[src/sv/dsfe_pkg.sv]
// ----------------------------------------------------------------------------
// dsfe_pkg
// shared types and constants for the shortest float encoder
// ----------------------------------------------------------------------------
package dsfe_pkg;

    // encoding kinds
    typedef logic [1:0] t_kind;
    localparam t_kind KIND_ZERO   = 2'd0;
    localparam t_kind KIND_HALF   = 2'd1;
    localparam t_kind KIND_SINGLE = 2'd2;
    localparam t_kind KIND_DOUBLE = 2'd3;

    // register indexes
    typedef logic [1:0] t_cfg_idx;
    localparam t_cfg_idx CFG_TAG_ZERO   = 2'd0;
    localparam t_cfg_idx CFG_TAG_HALF   = 2'd1;
    localparam t_cfg_idx CFG_TAG_SINGLE = 2'd2;
    localparam t_cfg_idx CFG_TAG_DOUBLE = 2'd3;

    localparam logic [7:0] TAG_ZERO_RST   = 8'd0;
    localparam logic [7:0] TAG_HALF_RST   = 8'd1;
    localparam logic [7:0] TAG_SINGLE_RST = 8'd2;
    localparam logic [7:0] TAG_DOUBLE_RST = 8'd3;

    // biased exponent windows
    localparam logic [10:0] HALF_EXP_MIN   = 11'd1009;
    localparam logic [10:0] HALF_EXP_MAX   = 11'd1038;
    localparam logic [10:0] HALF_REBIAS    = 11'd1008;
    localparam logic [10:0] SINGLE_EXP_MIN = 11'd897;
    localparam logic [10:0] SINGLE_EXP_MAX = 11'd1150;
    localparam logic [10:0] SINGLE_REBIAS  = 11'd896;

    localparam logic [15:0] HALF_NAN     = 16'h7D00;
    localparam logic [15:0] HALF_NEG_INF = 16'hFC00;
    localparam logic [15:0] HALF_POS_INF = 16'h7C00;

    localparam logic [3:0] PBYTES_ZERO   = 4'd0;
    localparam logic [3:0] PBYTES_HALF   = 4'd2;
    localparam logic [3:0] PBYTES_SINGLE = 4'd4;
    localparam logic [3:0] PBYTES_DOUBLE = 4'd8;

    typedef struct packed {
        logic abs_zero;
        logic exp_max;
        logic mant_nz;
        logic half_ok;
        logic single_ok;
    } t_class;

endpackage

[src/sv/double_to_shortest_float_encoder.sv]
// ----------------------------------------------------------------------------
// double_to_shortest_float_encoder
// picks the shortest exact encoding of a double and reports tag and payload
// ----------------------------------------------------------------------------
// Three-stage pipeline: classify, build payload, fit check and tag select.
// One value is taken every cycle unless the output stalls; each result passes
// through the stage registers in turn. A stall holds the full stages queued
// behind the output; bubbles are squeezed out so the input stays ready while
// any stage is empty. Tag registers are written through the config channel,
// which is always ready; write them only while the pipeline is drained.
module double_to_shortest_float_encoder
    import dsfe_pkg::*;
(
    input  logic        i_clk,
    input  logic        i_rst_n,

    input  logic        i_cfg_valid,
    output logic        o_cfg_ready,
    input  logic [1:0]  i_cfg_index,
    input  logic [7:0]  i_cfg_data,

    input  logic        i_in_valid,
    output logic        o_in_ready,
    input  logic [63:0] i_value_bits,
    input  logic [3:0]  i_space_left,

    output logic        o_out_valid,
    input  logic        i_out_ready,
    output logic [7:0]  o_tag_byte,
    output logic [63:0] o_payload,
    output logic [3:0]  o_payload_bytes,
    output logic [3:0]  o_bytes_written
);

    // config registers
    logic [7:0] r_tag_zero, r_tag_half, r_tag_single, r_tag_double;

    assign o_cfg_ready = 1'b1;

    always_ff @(posedge i_clk) begin
        if (!i_rst_n) begin
            r_tag_zero   <= TAG_ZERO_RST;
            r_tag_half   <= TAG_HALF_RST;
            r_tag_single <= TAG_SINGLE_RST;
            r_tag_double <= TAG_DOUBLE_RST;
        end else if (i_cfg_valid) begin
            unique case (i_cfg_index)
                CFG_TAG_ZERO:   r_tag_zero   <= i_cfg_data;
                CFG_TAG_HALF:   r_tag_half   <= i_cfg_data;
                CFG_TAG_SINGLE: r_tag_single <= i_cfg_data;
                CFG_TAG_DOUBLE: r_tag_double <= i_cfg_data;
                default: ;
            endcase
        end
    end

    // stage valids and advance enables
    logic r_v1, r_v2, r_v3;
    logic adv1, adv2, adv3;

    assign adv3       = !r_v3 || i_out_ready;
    assign adv2       = !r_v2 || adv3;
    assign adv1       = !r_v1 || adv2;
    assign o_in_ready = adv1;

    always_ff @(posedge i_clk) begin
        if (!i_rst_n) begin
            r_v1 <= 1'b0;
            r_v2 <= 1'b0;
            r_v3 <= 1'b0;
        end else begin
            if (adv1) r_v1 <= i_in_valid;
            if (adv2) r_v2 <= r_v1;
            if (adv3) r_v3 <= r_v2;
        end
    end

    // stage 1: classify
    logic [10:0] in_expf;
    t_class      n_cls;
    t_class      r_cls1;
    logic [63:0] r_bits1;
    logic [3:0]  r_room1;

    assign in_expf = i_value_bits[62:52];

    always_comb begin
        n_cls.abs_zero  = (i_value_bits[62:0] == 63'd0);
        n_cls.exp_max   = &in_expf;
        n_cls.mant_nz   = |i_value_bits[51:0];
        n_cls.half_ok   = (in_expf >= HALF_EXP_MIN) && (in_expf <= HALF_EXP_MAX)
                          && (i_value_bits[41:0] == 42'd0);
        n_cls.single_ok = (in_expf >= SINGLE_EXP_MIN) && (in_expf <= SINGLE_EXP_MAX)
                          && (i_value_bits[28:0] == 29'd0);
    end

    always_ff @(posedge i_clk) begin
        if (adv1) begin
            r_cls1  <= n_cls;
            r_bits1 <= i_value_bits;
            r_room1 <= i_space_left;
        end
    end

    // stage 2: build payload
    logic [10:0] half_exp, single_exp;
    t_kind       n_kind2;
    logic [63:0] n_payload2;
    logic [3:0]  n_pbytes2;
    t_kind       r_kind2;
    logic [63:0] r_payload2;
    logic [3:0]  r_pbytes2;
    logic [3:0]  r_room2;

    assign half_exp   = r_bits1[62:52] - HALF_REBIAS;
    assign single_exp = r_bits1[62:52] - SINGLE_REBIAS;

    always_comb begin
        if (r_cls1.abs_zero) begin
            n_kind2    = KIND_ZERO;
            n_payload2 = 64'd0;
            n_pbytes2  = PBYTES_ZERO;
        end else if (r_cls1.exp_max) begin
            n_kind2   = KIND_HALF;
            n_pbytes2 = PBYTES_HALF;
            if (r_cls1.mant_nz) begin
                n_payload2 = {48'd0, HALF_NAN};
            end else if (r_bits1[63]) begin
                n_payload2 = {48'd0, HALF_NEG_INF};
            end else begin
                n_payload2 = {48'd0, HALF_POS_INF};
            end
        end else if (r_cls1.half_ok) begin
            n_kind2    = KIND_HALF;
            n_pbytes2  = PBYTES_HALF;
            n_payload2 = {48'd0, r_bits1[63], half_exp[4:0], r_bits1[51:42]};
        end else if (r_cls1.single_ok) begin
            n_kind2    = KIND_SINGLE;
            n_pbytes2  = PBYTES_SINGLE;
            n_payload2 = {32'd0, r_bits1[63], single_exp[7:0], r_bits1[51:29]};
        end else begin
            n_kind2    = KIND_DOUBLE;
            n_pbytes2  = PBYTES_DOUBLE;
            n_payload2 = r_bits1;
        end
    end

    always_ff @(posedge i_clk) begin
        if (adv2) begin
            r_kind2    <= n_kind2;
            r_payload2 <= n_payload2;
            r_pbytes2  <= n_pbytes2;
            r_room2    <= r_room1;
        end
    end

    // stage 3: fit check and tag select
    logic [4:0]  need_bytes;
    logic        fits;
    logic [7:0]  sel_tag;
    logic [7:0]  r_tag3;
    logic [63:0] r_payload3;
    logic [3:0]  r_pbytes3;
    logic [3:0]  r_written3;

    assign need_bytes = {1'b0, r_pbytes2} + 5'd1;
    assign fits       = {1'b0, r_room2} >= need_bytes;

    always_comb begin
        unique case (r_kind2)
            KIND_ZERO:   sel_tag = r_tag_zero;
            KIND_HALF:   sel_tag = r_tag_half;
            KIND_SINGLE: sel_tag = r_tag_single;
            KIND_DOUBLE: sel_tag = r_tag_double;
            default:     sel_tag = r_tag_double;
        endcase
    end

    always_ff @(posedge i_clk) begin
        if (adv3) begin
            if (fits) begin
                r_tag3     <= sel_tag;
                r_payload3 <= r_payload2;
                r_pbytes3  <= r_pbytes2;
                r_written3 <= need_bytes[3:0];
            end else begin
                r_tag3     <= 8'd0;
                r_payload3 <= 64'd0;
                r_pbytes3  <= 4'd0;
                r_written3 <= 4'd0;
            end
        end
    end

    assign o_out_valid     = r_v3;
    assign o_tag_byte      = r_tag3;
    assign o_payload       = r_payload3;
    assign o_payload_bytes = r_pbytes3;
    assign o_bytes_written = r_written3;

endmodule
[config.mk]
export PLATFORM = sky130hd
export DESIGN_NAME = double_to_shortest_float_encoder
export DESIGN_NICKNAME = d
export VERILOG_FILES = /design/src/sv/dsfe_pkg.sv /design/src/sv/double_to_shortest_float_encoder.sv
export SDC_FILE = /design/constraint.sdc
export NUM_CORES = 1
export LEC_CHECK = 0
export BUFFER_PORTS_ARGS = -buffer_cell sky130_fd_sc_hd__buf_2
export CORE_UTILIZATION = 55
export DETAILED_ROUTE_END_ITERATION = 7
export MAX_ROUTING_LAYER = met4
export PLACE_DENSITY = 0.78
export REMOVE_ABC_BUFFERS = 1
export SYNTH_ARGS = -nofsm -noshare
export SYNTH_HDL_FRONTEND = slang
export SYNTH_SLANG_ARGS = --single-unit
export TNS_END_PERCENT = 30
[constraint.sdc]
create_clock -name i_clk -period 4.36 [get_ports i_clk]
set_clock_uncertainty 0.1 [all_clocks]
set_input_delay 0.436 -clock i_clk [delete_from_list [all_inputs] [get_ports i_clk]]
set_output_delay 0.436 -clock i_clk [all_outputs]
set_load 0.01 [all_outputs]
==> flow_summary.ini, run 1 <==
[final_layout]
nFillCells = 1162
nNetsFinal = 915
final_area_um2 = 11930
multiInputGateArea_um2 = 2357
diodes = 0
area_growth_syn_to_layout_pct = 19.69
drive_gt1_frac = 0.2721
register_area_um2 = 7367

[cts]
clk_pin_slew_worst_paths_ns = 0.06
hold_buffers = 16
clk_latency_ns = 0.53
cts-root-buf = clkbuf_16
clock_sinks = 257
cts.path.max_buffers = 3
post_cts_buffers = 0
htreeDepth = 1
cts_resized = 0
tritoncts = built
numCtsBuffers = 26

[routing]
vias = 5952
drc = 0
wl_per_cell_um = 19.43
via_per_inst = 5.542
antenna_left = 0
firstDrtPassIters = 5
drt_wl_total_mm = 20.87
drt_iter0_drc = 425

[timing]
fin_ws_ns = 1.628
timing.final.crit_share = 0.6267
rsz0062_at_grt = false
fin_tns_setup_ns = 0
drv_slew = 0
worstMarginPinSlew_ns = 0.9912
setup_viol = 0
max_freq_ghz = 0.3660
slew_headroom = 0.3385
whs_ns = 0.01261
hold_violations = 0
finalCriticalPeriod_ns = 2.732

[yosys]
synth_compound_area_frac = 0.02799
yosysMostFrequentCell = edfxtp_1
synthCells = 651
syn_area_um2 = 9968
ys_seq_area_frac = 0.7390
synth_top_area_share = 0.6688
synth_top_area_cell = edfxtp_1
yosysUniqueCellTypes = 38
synthSimpleGateAreaFrac = 0.1302
ys_top_cells_by_count = edfxtp_1, nor2b_1, nand2_1
avgSynthCellArea_um2 = 15.31
synth-edff-count = 222
ys_ff_latch = 257
synth_top_family_by_area = simple AND/OR/NAND/NOR gates
synth-main-ff-cell = edfxtp_1
synth_xor_area_frac = 0
synth_mux_area_frac = 0.07104
async_flop_share = 0
yosys.area_share.adder = 0.003766
ys_warn_count = 0
synth_area_leaders = edfxtp_1, dfxtp_1, nor2b_1

[hold_path]
worst_hold_startpoint = i_value_bits[39]
min_to = r_bits1[39]
hold_path_class = in2reg
holdPathStages = 1

[floorplan]
start_util = 0.5704
die_w_um = 136.6
rows = 48
pin_count = 166
core_um2 = 17480
die_h_um = 136.6
die_area_um2 = 18670

[critical_path]
r2r-end = o_payload[16]
regToRegSetupSlack_ns = 1.77
cpMaxStageDelayCell = nor2b_1
startpoint_type = flip-flop
end_kind = output port
reg2reg_depth = 4
arrival_ns = 2.20
max_stage_delay_ns = 0.54
rr_startpoint = o_out_valid
timing.critical_path.cells = nor2b_1 > nand3_4 > buf_2
worstPathRequired_ns = 3.82
critPathMaxFanout = 27
critPathKind = reg2out

[global_routing]
grt_max_degree = 74
grt_pass1_vias = 5810
antenna_found_initial = 0
grt_pass1_wl_mm = 31.42
grt_usage = 0.2349
overflow = 0

[placed_design]
place_congestion = 0.8746
dp_hpwl_mm = 13.91
dp_slack_ns = 1.581
post_dp_cell_area_um2 = 10930
port_buffers = 163

[job]
cap_violations = 0

[power]
power.leakage_nw = 4.806
power_density_nw_per_um2 = 442.8
ir_worst_vdd_v = 0.0003010

[status]
status = complete, no violations
## per-stage QoR
stage,power [mW],utilization,std cells
2_1_floorplan,3.023,-,614
3_3_place_gp,3.175,0.6256,1010
3_5_place_dp,3.189,0.6256,1010
4_1_cts,5.307,0.6827,1074
5_1_grt,5.441,0.6827,1074
6_report,5.283,0.6827,1074
## routing by layer
| layer | up-vias | GRT usage | part of all wire |
|---|---|---|---|
| met5 | - | - | 0 |
| met4 | 0 | 0.06914 | 0.021 |
| met3 | 31 | 0.03370 | 0.079 |
| met2 | 258 | 0.3945 | 0.52 |
| met1 | 2931 | 0.2981 | 0.38 |
| li1 | 2732 | - | - |
## where the power goes
group | internal (mW) | leakage, nW | switching, mW
logic | 0.135 | 1.67 | 0.158
clock network | 1.27 | 0.411 | 0.861
registers | 2.80 | 2.72 | 0.0517
## final cells by class
class | instances | share of cell area
timing repair buffer | 187 | 0.08788
clock buffer | 46 | 0.06932
tap | 225 | 0.02359
inverter | 10 | 0.003356
multi-input combinational | 347 | 0.1976
sequential | 257 | 0.6175
clock inverter | 2 | 0.0008389
## worst max path at each step
| stage | from | end | slack, ns | depth (start not counted) |
|---|---|---|---|---|
| after CTS | o_out_valid | o_in_ready | 1.61 | 3 |
| final | o_out_valid | o_in_ready | 1.63 | 3 |
| after global placement | i_out_ready | o_bytes_written[0] | 1.72 | 5 |
| after global routing | o_out_valid | o_in_ready | 1.56 | 3 |
| after detailed placement | i_out_ready | o_bytes_written[0] | 1.58 | 5 |
| after floorplan | i_out_ready | r_bits1[0] | 0.86 | 2 |
## kinds of logic after synthesis
logic type | count (synthesis)
other cells | 2
compound gates | 43
fa+ha+maj | 3
buf+inv | 47
simple gates | 239
flops | 257
mux | 60
## sequential cells by signal, summed over array words and instances, names as in the netlist, 8 cells and up
name          flops
o_payload        64
o_tag_byte        8
r_bits1          64
r_payload2       64
r_tag_double      8
r_tag_half        8
r_tag_single      8
r_tag_zero        8
## critical path, delay by kind of cell, from the launching register on
| family | cells | cell delay, ns |
|---|---|---|
| AND/OR/NAND/NOR | 2 | 1.02 |
| buffers and inverters | 1 | 0.31 |
| flip-flops | 1 | 0.32 |
## cell usage in the layout (no fill, tap or decap), types with 2 or more instances in the layout
cell type and count:
mux2i_1 46, nand2_1 47, mux2_2 6, clkbuf_8 8, buf_4 7, nor2_1 32, buf_2 163, clkinv_2 4
o21ai_0 11, nor3_1 4, nand4_1 5, a21oi_1 10, clkbuf_1 11, clkbuf_16 27, nor4_1 12, a21o_1 2
nor2b_1 89, dfxtp_1 35, a21boi_0 15, conb_1 2, inv_1 8, and3_1 34, nand3_1 6, dlygate4sd3_1 16
mux4_2 8, edfxtp_1 222, ha_1 3
Power figures use the tool's default switching activity.
==> run 2, diff against run 1 <==
Settings changed: ABC_AREA from default to 1.
Clock period 4.36 ns to 2.64 ns, I/O delays scaled along.
==> run 2 against run 1 <==
Compared with the run above:
- the run now ends with DRC left
- first-iteration DRC count increased by 40%
- worst hold slack improved by 0.055 ns
- flip-flop and latch count unchanged
- non-clock buffer count is 62 higher
- wire length grew 16%
- sequential power up 65%
- synthesized cell count increased by 37%
- setup slack got worse by 1.2 ns
- via count rose by 23%
- clock power up 74%
- sequential share of layout area fell by 4.9 points
- utilization is 3.2 points higher
==> flow_summary.ini, run 2 <==
[floorplan]
rows = 49
die_w_um = 139.0
die_area_um2 = 19310
start_util = 0.5685
core_um2 = 18150
die_h_um = 139.0
pin_count = 166

[final_layout]
final_cell_mix = edfxtp_1, buf_2, nor2_1
area_growth_syn_to_layout_pct = 25.72
final_area_um2 = 12970
final_util = 0.7147
stdcell_count = 1389
diodes = 0
nFillCells = 1208
drive_gt1_frac = 0.2293
final_common_cell = edfxtp_1
nNetsFinal = 1226

[yosys]
yosysMostFrequentCell = edfxtp_1
ys_ff_latch = 257
synth_top_area_share = 0.6462
synth-main-ff-cell = edfxtp_1
async_flop_share = 0
yosysUniqueCellTypes = 42
ys_seq_area_frac = 0.7141
ys_top_cells_by_count = edfxtp_1, nor2_1, nand2_1
avgSynthCellArea_um2 = 11.58
synth_area_leaders = edfxtp_1, dfxtp_1, nor2_1
synth_top_area_cell = edfxtp_1
synth-edff-count = 222
ys_warn_count = 0
syn_area_um2 = 10320
synthCells = 891

[cts]
clk_pin_slew_worst_paths_ns = 0.06
numCtsBuffers = 26
clk_latency_ns = 0.52
cts.path.max_buffers = 3
tritoncts = built
clock_sinks = 257
htreeDepth = 1
cts-root-buf = clkbuf_16

[routing]
drt_iter0_drc = 595
vias = 7337
antenna_left = 0
firstDrtPassIters = 8
drc = 14
wl_per_cell_um = 17.50
drt_wl_total_mm = 24.30
via_per_inst = 5.282

[global_routing]
grt_usage = 0.2643
overflow = 0
grt_pass1_wl_mm = 37.86
grt_max_degree = 78
antenna_found_initial = 0
grt_pass1_vias = 7206

[critical_path]
critPathMaxFanout = 30
regToRegSetupSlack_ns = 0.56
r2r-end = o_tag_byte[4]
startpoint_type = flip-flop
arrival_ns = 1.83
end_kind = output port
critPathKind = reg2out
reg2reg_depth = 8
worstPathRequired_ns = 2.28
rr_startpoint = r_pbytes2[1]

[timing]
max_freq_ghz = 0.4568
worstMarginPinSlew_ns = 1.039
fin_ws_ns = 0.4509
rsz0062_at_grt = false
timing.final.crit_share = 0.8292
setup_viol = 0
finalCriticalPeriod_ns = 2.189
fin_tns_setup_ns = 0
slew_headroom = 0.3070
drv_slew = 0
hold_violations = 0

[status]
status = finished with violations
violations = DRC

[placed_design]
post-place-cells = 1264
post_dp_cell_area_um2 = 11340
port_buffers = 163
dp_hpwl_mm = 14.49
dp_slack_ns = 0.5790
place_congestion = 0.9483

[hold_path]
worst_hold_startpoint = i_rst_n
hold_path_class = in2reg
holdPathStages = 2
min_to = r_tag_half[0]

[power]
power_density_nw_per_um2 = 700.4
power.leakage_nw = 6.060
ir_worst_vdd_v = 0.0006269

[job]
cap_violations = 0
==> run 2: routing by layer <==
layer  GRT usage  vias up  routed length [um]
li1            -     3428                   -
met1      0.3344     3445                9622
met2      0.4405      397               11980
met3     0.03764       67                2002
met4     0.08830        0                 695
met5           -        -                   0
==> run 2: layout make-up <==
type,count,area (um^2),share of cell area
sequential,257,7367,0.5680
clock buffer,29,683.2,0.05267
tap,229,286.5,0.02209
inverter,143,541.8,0.04177
multi-input combinational,463,2228,0.1718
clock inverter,19,171.4,0.01322
timing repair buffer,249,1692,0.1304
==> run 2: cell families after synthesis <==
group / Yosys count / share of synthesized area
AND/OR/NAND/NOR: 356 / 0.1457
AO/OA/AOI/OAI: 102 / 0.06428
buffers and inverters: 171 / 0.07156
flip-flops: 257 / 0.7141
adder cells (fa/ha/maj): 3 / 0.003639
other: 2 / 0.0007280
==> run 2: metrics by stage <==
stage	hold WS (ns)	power, mW
floorplan	0.2481	5.065
CTS	0.05927	9.065
detailed placement	0.3164	5.350
global placement	0.3015	5.332
finish	0.06711	9.084
global route	0.1036	9.345
==> run 2: worst max-delay path, stage by stage, from the launching register on <==
cell,delay [ns]
dfxtp_1,0.37
nand2_4,0.06
nor2_1,0.26
nand2_4,0.33
buf_2,0.26
==> run 2: report_power, final <==
group	internal (mW)	total, mW	switching, mW
combinational	0.280	0.656	0.376
sequential	4.65	4.73	0.0815
clock	2.16	3.70	1.54
total	7.08	9.08	2.00
==> run 2: how the worst max path moves through the flow <==
stage | slack (ns) | end | depth (start not counted) | startpoint
2_1_floorplan | -1.84 | r_bits1[0] | 3 | o_out_valid
3_3_place_gp | 0.64 | o_tag_byte[6] | 7 | r_room2[1]
3_5_place_dp | 0.58 | o_tag_byte[4] | 8 | r_pbytes2[1]
4_1_cts | 0.43 | o_in_ready | 4 | o_out_valid
5_1_grt | 0.27 | o_in_ready | 4 | o_out_valid
6_report | 0.45 | o_in_ready | 4 | o_out_valid
==> run 2: timing repair <==
action	4_1_cts	5_1_grt
hold buffers	77	0
setup buffers	0	0
resized for setup	0	0
endpoints found under the hold margin	100	0
setup endpoints to repair	0	0
